`config.mk`:
```
export PLATFORM = sky130hd
export DESIGN_NAME = heap_array_tree_traversal_top
export DESIGN_NICKNAME = d
export VERILOG_FILES = /design/src/rtl/hat_pkg.sv /design/src/rtl/hat_walk.sv /design/src/rtl/heap_array_tree_traversal_top.sv
export SDC_FILE = /design/constraint.sdc
export NUM_CORES = 1
export LEC_CHECK = 0
export BUFFER_PORTS_ARGS = -buffer_cell sky130_fd_sc_hd__buf_2
export CORE_MARGIN = 3
export CORE_UTILIZATION = 62
export DETAILED_ROUTE_END_ITERATION = 10
export HOLD_SLACK_MARGIN = 0.12
export PLACE_DENSITY = 0.89
export SLEW_MARGIN = 25
export SYNTH_ARGS = -nofsm -noshare
export SYNTH_HDL_FRONTEND = slang
export SYNTH_SLANG_ARGS = --single-unit
export TNS_END_PERCENT = 30
```
`constraint.sdc`:
```
create_clock -name clk_i -period 3.5 [get_ports clk_i]
set_input_delay 0.175 -clock clk_i [delete_from_list [all_inputs] [get_ports clk_i]]
set_output_delay 0.175 -clock clk_i [all_outputs]
set_load 0.005 [all_outputs]
```
`src/rtl/hat_pkg.sv`:
```
// Shared types and constants for the heap-ordered binary tree traversal block.
// Used by hat_walk and heap_array_tree_traversal_top; depends on nothing else.
package hat_pkg;

  localparam int FUNC_W   = 4;
  localparam int SLOT_W   = 4;
  localparam int VAL_W    = 8;
  localparam int HEIGHT_W = 3;
  localparam int RUN_W    = 4;

  // A run of node values never holds more than this many transfers.
  localparam logic [RUN_W-1:0] MAX_RUN = 4'd15;

  typedef enum logic [FUNC_W-1:0] {
    FN_WRITE  = 4'd0,
    FN_PRE    = 4'd1,
    FN_IN     = 4'd2,
    FN_POST   = 4'd3,
    FN_LEVEL  = 4'd4,
    FN_LEAVES = 4'd5,
    FN_HEIGHT = 4'd6,
    FN_MIN    = 4'd7,
    FN_MAX    = 4'd8,
    FN_SEARCH = 4'd9
  } func_e;

  typedef enum logic [1:0] {
    ORD_PRE,
    ORD_IN,
    ORD_POST
  } order_e;

  typedef struct packed {
    logic   start;
    logic   advance;
    order_e order;
  } walk_cmd_t;

endpackage

```
`src/rtl/hat_walk.sv`:
```
// Depth-first walker over a heap-ordered tree, one move per advance.
// Depends on hat_pkg; the reachability vector comes from the top level.
module hat_walk #(
  parameter int LEVELS = 4
) (
  input  logic                  clk_i,
  input  logic                  rst_ni,
  input  logic [(1<<LEVELS)-1:0] reach_i,
  input  hat_pkg::walk_cmd_t    cmd_i,
  output logic [LEVELS-1:0]     node_o,
  output logic                  emit_o
);
  import hat_pkg::*;

  localparam int NSLOTS = (1 << LEVELS) - 1;
  localparam int IW     = LEVELS;
  localparam int CW     = LEVELS + 1;

  typedef enum logic [1:0] {
    PH_ARRIVE,
    PH_LEFT_DONE,
    PH_RIGHT_DONE
  } phase_e;

  phase_e          phase_q, phase_d;
  logic [IW-1:0]   node_q, node_d;
  logic [CW-1:0]   left_c, right_c;
  logic [IW-1:0]   parent_c;
  logic            left_ok, right_ok;

  assign left_c   = {node_q, 1'b1};
  assign right_c  = {node_q, 1'b0} + CW'(2);
  assign parent_c = (node_q - IW'(1)) >> 1;
  assign left_ok  = (left_c < CW'(NSLOTS)) && reach_i[left_c[IW-1:0]];
  assign right_ok = (right_c < CW'(NSLOTS)) && reach_i[right_c[IW-1:0]];

  assign node_o = node_q;

  // A node is visited three times; the order picks the visit that emits it.
  always_comb begin
    unique case (phase_q)
      PH_ARRIVE:     emit_o = (cmd_i.order == ORD_PRE);
      PH_LEFT_DONE:  emit_o = (cmd_i.order == ORD_IN);
      PH_RIGHT_DONE: emit_o = (cmd_i.order == ORD_POST);
      default:       emit_o = 1'b0;
    endcase
  end

  always_comb begin
    phase_d = phase_q;
    node_d  = node_q;
    if (cmd_i.start) begin
      phase_d = PH_ARRIVE;
      node_d  = '0;
    end else if (cmd_i.advance) begin
      unique case (phase_q)
        PH_ARRIVE: begin
          if (left_ok) begin
            node_d = left_c[IW-1:0];
          end else begin
            phase_d = PH_LEFT_DONE;
          end
        end
        PH_LEFT_DONE: begin
          if (right_ok) begin
            node_d  = right_c[IW-1:0];
            phase_d = PH_ARRIVE;
          end else begin
            phase_d = PH_RIGHT_DONE;
          end
        end
        PH_RIGHT_DONE: begin
          // Climbing from a left child resumes at the parent's in-order visit.
          if (node_q != '0) begin
            node_d  = parent_c;
            phase_d = node_q[0] ? PH_LEFT_DONE : PH_RIGHT_DONE;
          end
        end
        default: phase_d = PH_ARRIVE;
      endcase
    end
  end

  always_ff @(posedge clk_i or negedge rst_ni) begin
    if (!rst_ni) begin
      phase_q <= PH_ARRIVE;
      node_q  <= '0;
    end else begin
      phase_q <= phase_d;
      node_q  <= node_d;
    end
  end

endmodule

```
`src/rtl/heap_array_tree_traversal_top.sv`:
```
// Top level of the heap-ordered binary tree traversal block: slot store, scan and run control.
// Depends on hat_pkg and instantiates hat_walk.
//
// The block holds a binary tree of 2^LEVELS-1 slots in heap order (slot i has children 2i+1
// and 2i+2); node values live in a synchronous single-read-port memory and the present bits
// in flip-flops that reset clears, so the tree is empty after reset and no clearing pass is
// needed. A write item yields no transfer; out-of-range slots and unknown function codes
// are accepted and ignored. Every query first scans the memory in slot order, one slot per
// cycle, gathering node and leaf counts, height, minimum, maximum and the search hit.
// Height, minimum, maximum and search then give a single transfer. A run in slot order or
// of leaves follows with a second pass of one slot per cycle unless a stall on the output
// holds it; a preorder, inorder or postorder run is produced by the walker at one move per
// cycle, under the same condition. A node counts only when it and all its ancestors are
// present. Runs are cut at fifteen transfers, and the last flag marks the final one. Input
// is taken only while the block is idle; one result waits in the output register while
// the next work proceeds, and a stall on the output simply holds the run where it stands.
module heap_array_tree_traversal_top #(
  parameter int LEVELS = 4
) (
  input  logic                          clk_i,
  input  logic                          rst_ni,
  input  logic                          in_valid_i,
  output logic                          in_stall_o,
  input  logic [hat_pkg::FUNC_W-1:0]    func_i,
  input  logic [hat_pkg::SLOT_W-1:0]    slot_i,
  input  logic [hat_pkg::VAL_W-1:0]     node_value_i,
  input  logic                          node_present_i,
  input  logic [hat_pkg::VAL_W-1:0]     search_value_i,
  output logic                          out_valid_o,
  input  logic                          out_stall_i,
  output logic [hat_pkg::VAL_W-1:0]     value_o,
  output logic                          last_o,
  output logic                          empty_tree_o,
  output logic                          found_o,
  output logic [hat_pkg::HEIGHT_W-1:0]  height_o
);
  import hat_pkg::*;

  localparam int NSLOTS = (1 << LEVELS) - 1;
  localparam int NPAD   = 1 << LEVELS;
  localparam int IW     = LEVELS;
  localparam int CW     = LEVELS + 1;
  localparam int LW     = $clog2(LEVELS + 1);
  localparam int XW     = ((LEVELS > SLOT_W) ? LEVELS : SLOT_W) + 1;

  typedef enum logic [2:0] {
    S_IDLE,
    S_SCAN,
    S_SCAN_END,
    S_DECIDE,
    S_EMIT_SLOT,
    S_EMIT_WALK,
    S_FLUSH
  } state_e;

  // Node values: written by write items, read at most once per cycle during scans and runs.
  logic [VAL_W-1:0] slot_mem [NSLOTS];

  state_e            state_q, state_d;
  func_e             func_q, func_d;
  logic [VAL_W-1:0]  want_q, want_d;
  logic [NSLOTS-1:0] occ_q, occ_d;
  logic [IW-1:0]     idx_q, idx_d;
  logic [LW-1:0]     lvl_q, lvl_d;
  logic [LW-1:0]     hgt_q, hgt_d;
  logic [RUN_W-1:0]  cnt_all_q, cnt_all_d;
  logic [RUN_W-1:0]  cnt_leaf_q, cnt_leaf_d;
  logic [RUN_W-1:0]  total_q, total_d;
  logic [RUN_W-1:0]  k_q, k_d;
  logic [VAL_W-1:0]  min_q, min_d;
  logic [VAL_W-1:0]  max_q, max_d;
  logic              hit_q, hit_d;
  logic              dv_q, dv_d;
  logic              dreach_q, dreach_d;
  logic              pend_q, pend_d;
  logic              pend_last_q, pend_last_d;
  logic [VAL_W-1:0]  rdata_q;

  logic                out_valid_q, out_valid_d;
  logic [VAL_W-1:0]    out_value_q, out_value_d;
  logic                out_last_q, out_last_d;
  logic                out_empty_q, out_empty_d;
  logic                out_found_q, out_found_d;
  logic [HEIGHT_W-1:0] out_height_q, out_height_d;

  logic [NPAD-1:0]      reach_c;
  logic                 in_acc;
  logic [XW-1:0]        slot_x;
  logic                 wr_ok;
  logic [IW-1:0]        wr_addr;
  logic                 mem_we;
  logic                 rd_en;
  logic [IW-1:0]        rd_addr;
  logic                 out_load_ok;
  logic                 go;
  logic                 issue;
  logic [IW-1:0]        issue_addr;
  logic                 empty_c;
  logic                 cand;
  logic [CW-1:0]        nxt_c;
  logic [RUN_W-1:0]     run_total;
  logic [LW+HEIGHT_W-1:0] hgt_ext;
  walk_cmd_t            walk_cmd;
  logic [IW-1:0]        walk_node;
  logic                 walk_emit;

  // A slot is reachable when it is present and so is every slot above it.
  assign reach_c[0] = occ_q[0];
  for (genvar gi = 1; gi < NSLOTS; gi++) begin : g_reach
    assign reach_c[gi] = occ_q[gi] & reach_c[(gi - 1) / 2];
  end
  assign reach_c[NPAD-1] = 1'b0;

  function automatic logic leaf_f(input logic [NPAD-1:0] r, input logic [IW-1:0] idx);
    logic [CW-1:0] lc;
    logic [CW-1:0] rc;
    lc = {idx, 1'b1};
    rc = {idx, 1'b0} + CW'(2);
    return r[idx] && !((lc < CW'(NSLOTS)) && r[lc[IW-1:0]])
                  && !((rc < CW'(NSLOTS)) && r[rc[IW-1:0]]);
  endfunction

  assign in_stall_o  = (state_q != S_IDLE);
  assign in_acc      = in_valid_i && !in_stall_o;
  assign slot_x      = XW'(slot_i);
  assign wr_ok       = (slot_x < XW'(NSLOTS));
  assign wr_addr     = slot_x[IW-1:0];
  assign mem_we      = in_acc && (func_i == FN_WRITE) && wr_ok;
  assign empty_c     = !reach_c[0];
  assign out_load_ok = !out_valid_q || !out_stall_i;
  // A new read may only be issued once the value already read has somewhere to go.
  assign go          = !pend_q || out_load_ok;
  assign nxt_c       = CW'(idx_q) + CW'(1);
  assign run_total   = (func_q == FN_LEAVES) ? cnt_leaf_q : cnt_all_q;
  assign hgt_ext     = (LW + HEIGHT_W)'(hgt_q);

  hat_walk #(
    .LEVELS (LEVELS)
  ) u_walk (
    .clk_i   (clk_i),
    .rst_ni  (rst_ni),
    .reach_i (reach_c),
    .cmd_i   (walk_cmd),
    .node_o  (walk_node),
    .emit_o  (walk_emit)
  );

  always_comb begin
    state_d      = state_q;
    func_d       = func_q;
    want_d       = want_q;
    occ_d        = occ_q;
    idx_d        = idx_q;
    lvl_d        = lvl_q;
    hgt_d        = hgt_q;
    cnt_all_d    = cnt_all_q;
    cnt_leaf_d   = cnt_leaf_q;
    total_d      = total_q;
    k_d          = k_q;
    min_d        = min_q;
    max_d        = max_q;
    hit_d        = hit_q;
    dv_d         = 1'b0;
    dreach_d     = 1'b0;
    pend_d       = pend_q;
    pend_last_d  = pend_last_q;
    out_valid_d  = out_valid_q;
    out_value_d  = out_value_q;
    out_last_d   = out_last_q;
    out_empty_d  = out_empty_q;
    out_found_d  = out_found_q;
    out_height_d = out_height_q;
    rd_en        = 1'b0;
    rd_addr      = idx_q;
    issue        = 1'b0;
    issue_addr   = idx_q;
    cand         = 1'b0;
    walk_cmd.start   = 1'b0;
    walk_cmd.advance = 1'b0;
    walk_cmd.order   = (func_q == FN_IN)   ? ORD_IN :
                       (func_q == FN_POST) ? ORD_POST : ORD_PRE;

    if (out_valid_q && !out_stall_i) begin
      out_valid_d = 1'b0;
    end

    // The value read for a run moves into the output register as soon as it is free.
    if (pend_q && out_load_ok) begin
      out_valid_d  = 1'b1;
      out_value_d  = rdata_q;
      out_last_d   = pend_last_q;
      out_empty_d  = 1'b0;
      out_found_d  = 1'b0;
      out_height_d = '0;
      pend_d       = 1'b0;
    end

    // Second half of the scan: the value read last cycle updates min, max and search.
    if (dv_q && dreach_q) begin
      if (rdata_q < min_q) begin
        min_d = rdata_q;
      end
      if (rdata_q > max_q) begin
        max_d = rdata_q;
      end
      if (rdata_q == want_q) begin
        hit_d = 1'b1;
      end
    end

    unique case (state_q)
      S_IDLE: begin
        if (in_acc) begin
          unique case (func_e'(func_i))
            FN_WRITE: begin
              if (wr_ok) begin
                occ_d[wr_addr] = node_present_i;
              end
            end
            FN_PRE, FN_IN, FN_POST, FN_LEVEL, FN_LEAVES,
            FN_HEIGHT, FN_MIN, FN_MAX, FN_SEARCH: begin
              func_d     = func_e'(func_i);
              want_d     = search_value_i;
              idx_d      = '0;
              lvl_d      = '0;
              hgt_d      = '0;
              cnt_all_d  = '0;
              cnt_leaf_d = '0;
              min_d      = '1;
              max_d      = '0;
              hit_d      = 1'b0;
              state_d    = S_SCAN;
            end
            default: ;
          endcase
        end
      end

      S_SCAN: begin
        rd_en    = 1'b1;
        rd_addr  = idx_q;
        dv_d     = 1'b1;
        dreach_d = reach_c[idx_q];
        if (reach_c[idx_q]) begin
          hgt_d = lvl_q + LW'(1);
          if (cnt_all_q != MAX_RUN) begin
            cnt_all_d = cnt_all_q + RUN_W'(1);
          end
          if (leaf_f(reach_c, idx_q) && (cnt_leaf_q != MAX_RUN)) begin
            cnt_leaf_d = cnt_leaf_q + RUN_W'(1);
          end
        end
        if (idx_q == IW'(NSLOTS - 1)) begin
          state_d = S_SCAN_END;
        end else begin
          idx_d = nxt_c[IW-1:0];
          // The first slot of each level has an index of the form 2^n - 1.
          if ((nxt_c & (nxt_c + CW'(1))) == '0) begin
            lvl_d = lvl_q + LW'(1);
          end
        end
      end

      S_SCAN_END: begin
        state_d = S_DECIDE;
      end

      S_DECIDE: begin
        total_d = run_total;
        if ((func_q == FN_PRE || func_q == FN_IN || func_q == FN_POST ||
             func_q == FN_LEVEL || func_q == FN_LEAVES) && (run_total != '0)) begin
          k_d   = '0;
          idx_d = '0;
          if (func_q == FN_LEVEL || func_q == FN_LEAVES) begin
            state_d = S_EMIT_SLOT;
          end else begin
            walk_cmd.start = 1'b1;
            state_d        = S_EMIT_WALK;
          end
        end else if (out_load_ok) begin
          out_valid_d  = 1'b1;
          out_last_d   = 1'b1;
          out_empty_d  = empty_c;
          out_value_d  = '0;
          out_found_d  = 1'b0;
          out_height_d = '0;
          if (!empty_c && func_q == FN_MIN) begin
            out_value_d = min_q;
          end
          if (!empty_c && func_q == FN_MAX) begin
            out_value_d = max_q;
          end
          if (func_q == FN_SEARCH) begin
            out_found_d = hit_q;
          end
          if (func_q == FN_HEIGHT) begin
            out_height_d = hgt_ext[HEIGHT_W-1:0];
          end
          state_d = S_IDLE;
        end
      end

      S_EMIT_SLOT: begin
        if (go) begin
          cand  = (func_q == FN_LEVEL) ? reach_c[idx_q] : leaf_f(reach_c, idx_q);
          issue = cand;
          issue_addr = idx_q;
          idx_d = nxt_c[IW-1:0];
        end
      end

      S_EMIT_WALK: begin
        walk_cmd.advance = go;
        if (go && walk_emit) begin
          issue      = 1'b1;
          issue_addr = walk_node;
        end
      end

      S_FLUSH: begin
        if (!pend_q || out_load_ok) begin
          state_d = S_IDLE;
        end
      end

      default: state_d = S_IDLE;
    endcase

    // One node of a run: read it now, hand it to the output register once that is free.
    if (issue) begin
      rd_en       = 1'b1;
      rd_addr     = issue_addr;
      pend_d      = 1'b1;
      pend_last_d = (k_q == total_q - RUN_W'(1));
      k_d         = k_q + RUN_W'(1);
      if (k_q == total_q - RUN_W'(1)) begin
        state_d = S_FLUSH;
      end
    end
  end

  always_ff @(posedge clk_i) begin
    if (mem_we) begin
      slot_mem[wr_addr] <= node_value_i;
    end
    if (rd_en) begin
      rdata_q <= slot_mem[rd_addr];
    end
  end

  always_ff @(posedge clk_i or negedge rst_ni) begin
    if (!rst_ni) begin
      state_q      <= S_IDLE;
      func_q       <= FN_WRITE;
      want_q       <= '0;
      occ_q        <= '0;
      idx_q        <= '0;
      lvl_q        <= '0;
      hgt_q        <= '0;
      cnt_all_q    <= '0;
      cnt_leaf_q   <= '0;
      total_q      <= '0;
      k_q          <= '0;
      min_q        <= '0;
      max_q        <= '0;
      hit_q        <= 1'b0;
      dv_q         <= 1'b0;
      dreach_q     <= 1'b0;
      pend_q       <= 1'b0;
      pend_last_q  <= 1'b0;
      out_valid_q  <= 1'b0;
      out_value_q  <= '0;
      out_last_q   <= 1'b0;
      out_empty_q  <= 1'b0;
      out_found_q  <= 1'b0;
      out_height_q <= '0;
    end else begin
      state_q      <= state_d;
      func_q       <= func_d;
      want_q       <= want_d;
      occ_q        <= occ_d;
      idx_q        <= idx_d;
      lvl_q        <= lvl_d;
      hgt_q        <= hgt_d;
      cnt_all_q    <= cnt_all_d;
      cnt_leaf_q   <= cnt_leaf_d;
      total_q      <= total_d;
      k_q          <= k_d;
      min_q        <= min_d;
      max_q        <= max_d;
      hit_q        <= hit_d;
      dv_q         <= dv_d;
      dreach_q     <= dreach_d;
      pend_q       <= pend_d;
      pend_last_q  <= pend_last_d;
      out_valid_q  <= out_valid_d;
      out_value_q  <= out_value_d;
      out_last_q   <= out_last_d;
      out_empty_q  <= out_empty_d;
      out_found_q  <= out_found_d;
      out_height_q <= out_height_d;
    end
  end

  assign out_valid_o  = out_valid_q;
  assign value_o      = out_value_q;
  assign last_o       = out_last_q;
  assign empty_tree_o = out_empty_q;
  assign found_o      = out_found_q;
  assign height_o     = out_height_q;

  // No value read for a run may be left behind when the block goes idle.
  a_idle_no_pend: assert property (@(posedge clk_i) disable iff (!rst_ni)
    (state_q == S_IDLE) |-> !pend_q)
    else $error("pending run value while idle");

  // A value waiting for a free output register must not be overwritten by a new read.
  a_hold_rdata: assert property (@(posedge clk_i) disable iff (!rst_ni)
    (pend_q && out_valid_q && out_stall_i) |=> $stable(rdata_q))
    else $error("read data changed under a pending run value");

  // A run never issues more reads than the count gathered by the scan.
  a_emit_bound: assert property (@(posedge clk_i) disable iff (!rst_ni)
    (state_q == S_EMIT_SLOT || state_q == S_EMIT_WALK) |-> (k_q < total_q))
    else $error("run issued beyond its node count");

  // A single-transfer answer always closes its item.
  a_single_last: assert property (@(posedge clk_i) disable iff (!rst_ni)
    (out_valid_o && (found_o || empty_tree_o || height_o != '0)) |-> last_o)
    else $error("single result without last flag");

endmodule

```
==> impl_metrics.json <==
{
  "ir_worst_vdd_v": 0.000473,
  "rr_startpoint": "u_walk.phase_q[1]",
  "hold_path_end": "occ_q[0]",
  "ys_ff_latch": 226,
  "crit_type": "register to register",
  "globalplace.congestion": 0.928,
  "reg2regPathDepth": 8,
  "path_max_fanout": 14,
  "synthesis.area_um2": 11600,
  "fin_skew_ns": 0.00818,
  "die_h_um": 143,
  "relSlewSlack": 0.402,
  "die-width_um": 143,
  "setup_viol": 0,
  "yosysSeqAreaShare": 0.543,
  "syn-instance-count": 1016,
  "fin_nets": 1151,
  "async_flop_share": 0.434,
  "ant_nets": 0,
  "cts_resized": 0,
  "dieArea_um2": 20400,
  "outcome": "finished, final reports clean",
  "ff2ff_setup_slack_ns": 0.15,
  "synth_nets": 1075,
  "startpoint_type": "register",
  "cts_tree": "done",
  "diodes": 0,
  "p_leak_nw": 5.41,
  "hold_path.class": "input pin to register",
  "area_growth_pct": 13.3,
  "hold_slack_ns": 0.148,
  "antenna_found_initial": 0,
  "grt_setup_unrepaired": "false",
  "nFillCells": 1194,
  "wl_um": 28500,
  "synth_area_leaders": "edfxtp_1 33%, dfrtp_1 21%, mux2i_1 7.5%",
  "tns_ns": 0,
  "root_buffer": "clkbuf_16",
  "grt_overflow": 0,
  "rr_endpoint": "rdata_q[4]",
  "synth.distinct_cells": 79,
  "grt_pass1_wl_um": 44900,
  "multiInputGateArea_um2": 4880,
  "max_clock_freq_mhz": 299,
  "yosysTopAreaCellShare": 0.331,
  "whs_path_depth": 3,
  "tightestPinTransition_ns": 0.890,
  "cp-end-kind": "register",
  "maxCapViolCount": 0,
  "path_clk_slew_ns": 0.06,
  "drive_gt1_frac": 0.139,
  "drt_iter0_drc": 1038,
  "drc_errors": 0,
  "holdBufCountCts": 24,
  "ys.warnings.count": 0,
  "synth-main-ff-cell": "edfxtp_1",
  "clk_path_buf_depth": 3,
  "cellPowerDensity_nw_per_um2": 819,
  "ios": 45,
  "fin_crit_sh": 0.957,
  "portBuffers": 44,
  "coreArea_um2": 18100,
  "vias_per_cell": 6.52,
  "num_vias": 8731,
  "clk_latency_ns": 0.51,
  "dp_hpwl_um": 19000,
  "slew_viol_final": 0,
  "grt_usage": 0.280,
  "wire_per_inst_um": 21.3,
  "dr.pass1.iters": 6,
  "synth_top_cell_by_area": "edfxtp_1",
  "grt_pass1_vias": 8506,
  "seqCellArea_um2": 6300,
  "row_count": 49,
  "htree_levels": 1,
  "hold_start": "slot_i[3]",
  "cts_made_buffers": 24,
  "synth_enable_flop_cells": 128,
  "cts_setup_buffers": 0,
  "clock_sinks": 226,
  "crit_required_ns": 3.77,
  "start_util": 0.639,
  "synth_area_per_cell_um2": 11.4,
  "worst_ep_arrival_time_ns": 3.61,
  "period_needed_ns": 3.35,
  "grt_max_degree": 46,
  "hold_viol": 0
}
[how the worst max path moves through the flow]
stage            endpoint  cells after the start  slack [ns]               from
2_1_floorplan  rdata_q[0]                     11        0.47           idx_q[0]
3_3_place_gp   rdata_q[1]                      8        0.34  u_walk.phase_q[0]
3_5_place_dp   rdata_q[2]                      8        0.24  u_walk.phase_q[1]
4_1_cts        rdata_q[4]                      8        0.22  u_walk.phase_q[1]
5_1_grt        rdata_q[1]                      8       0.003  u_walk.phase_q[1]
6_report       rdata_q[4]                      8        0.15  u_walk.phase_q[1]
[sequential cells by signal (all words and copies together), names as in the netlist, 2 cells and up]
| register | flops |
|---|---|
| cnt_all_q | 4 |
| cnt_leaf_q | 4 |
| func_q | 4 |
| height_o | 3 |
| hgt_q | 3 |
| idx_q | 4 |
| k_q | 4 |
| lvl_q | 3 |
| max_q | 8 |
| min_q | 8 |
| occ_q | 15 |
| rdata_q | 8 |
| slot_mem | 120 |
| state_q | 3 |
| total_q | 4 |
| u_walk.node_o | 4 |
| u_walk.phase_q | 2 |
| value_o | 8 |
| want_q | 8 |
[cell families after synthesis]
family,count (synthesis),share of synthesized area
flops,226,0.543
compound gates,206,0.126
mux,106,0.0947
fa+ha+maj,30,0.0324
xor+xnor,23,0.0174
buf+inv,91,0.0365
simple gates,334,0.150
[cell usage in the layout, fill, tap and decap left out, types with 10 or more instances in the layout]
cell           Yosys  layout
a21oi_1           39      39
nand2b_1          18      18
buf_4              5      32
a311oi_1          10      10
edfxtp_1         128     128
mux2_2            17      17
nand2_1           97      97
xnor2_1           14      14
buf_2             16      44
dlygate4sd3_1      0      23
and2_1            19      19
ha_1              30      30
nor2_1            50      50
clkbuf_16          0      25
nor2b_1           21      21
dfrtp_1           98      98
nand3_1           38      38
and3_1            16      16
mux2i_1           87      87
nand4_1           11      11
o211a_1           13      13
o21ai_0           54      54
inv_1             40      40
nor3_1            21      21
[synthesized netlist by cell type (all sizes together), types with 18 or more instances]
library cell and instances:
buf 27, nor2b 21, nor3 22, and2 21
nand2 97, mux2i 88, a21oi 39, inv 40
ha 30, o21ai 57, dfrtp 98, nor2 51
nand2b 18, edfxtp 128, nand3 38, clkbuf 24
[worst max-delay path: stages (launching register included)]
cell       delay [ns]
dfrtp_1          0.40
inv_1            0.09
ha_1             0.40
nand4bb_1        0.21
o22a_4           0.28
nor2_4           0.27
mux2i_2          0.72
nand2_1          0.35
o221a_2          0.38
[per-layer routing]
metal | track usage | share of wire | up-vias
li1 | - | - | 3912
met1 | 0.383 | 0.39 | 4229
met2 | 0.475 | 0.49 | 515
met3 | 0.0365 | 0.089 | 75
met4 | 0.0770 | 0.030 | 0
met5 | 0 | 0 | -
[layout make-up]
cell class                 count  share of cell area
multi-input combinational    699               0.371
timing repair buffer         101              0.0556
clock inverter                15              0.0119
inverter                      40              0.0114
clock buffer                  29              0.0488
sequential                   226               0.479
tap                          229              0.0218
[power by group]
group          switching, W  internal [W]
Clock               0.00102       0.00153
Combinational       0.00238       0.00187
Sequential         0.000610       0.00335
Total               0.00401       0.00674
[per-stage QoR]
stage / cell area (um2) / cells / total power, W / setup slack, ns / util
5_1_grt: 13100 / 1339 / 0.0114 / 0.00298 / 0.724
6_report: 13100 / 1339 / 0.0108 / 0.152 / 0.724
3_3_place_gp: 12100 / 1271 / 0.00789 / 0.341 / 0.667
3_5_place_dp: 12100 / 1271 / 0.00808 / 0.243 / 0.667
4_1_cts: 13100 / 1339 / 0.0107 / 0.216 / 0.724
2_1_floorplan: 11600 / 1016 / 0.00707 / 0.467 / -
No activity file was read; power rests on OpenSTA's default activity.
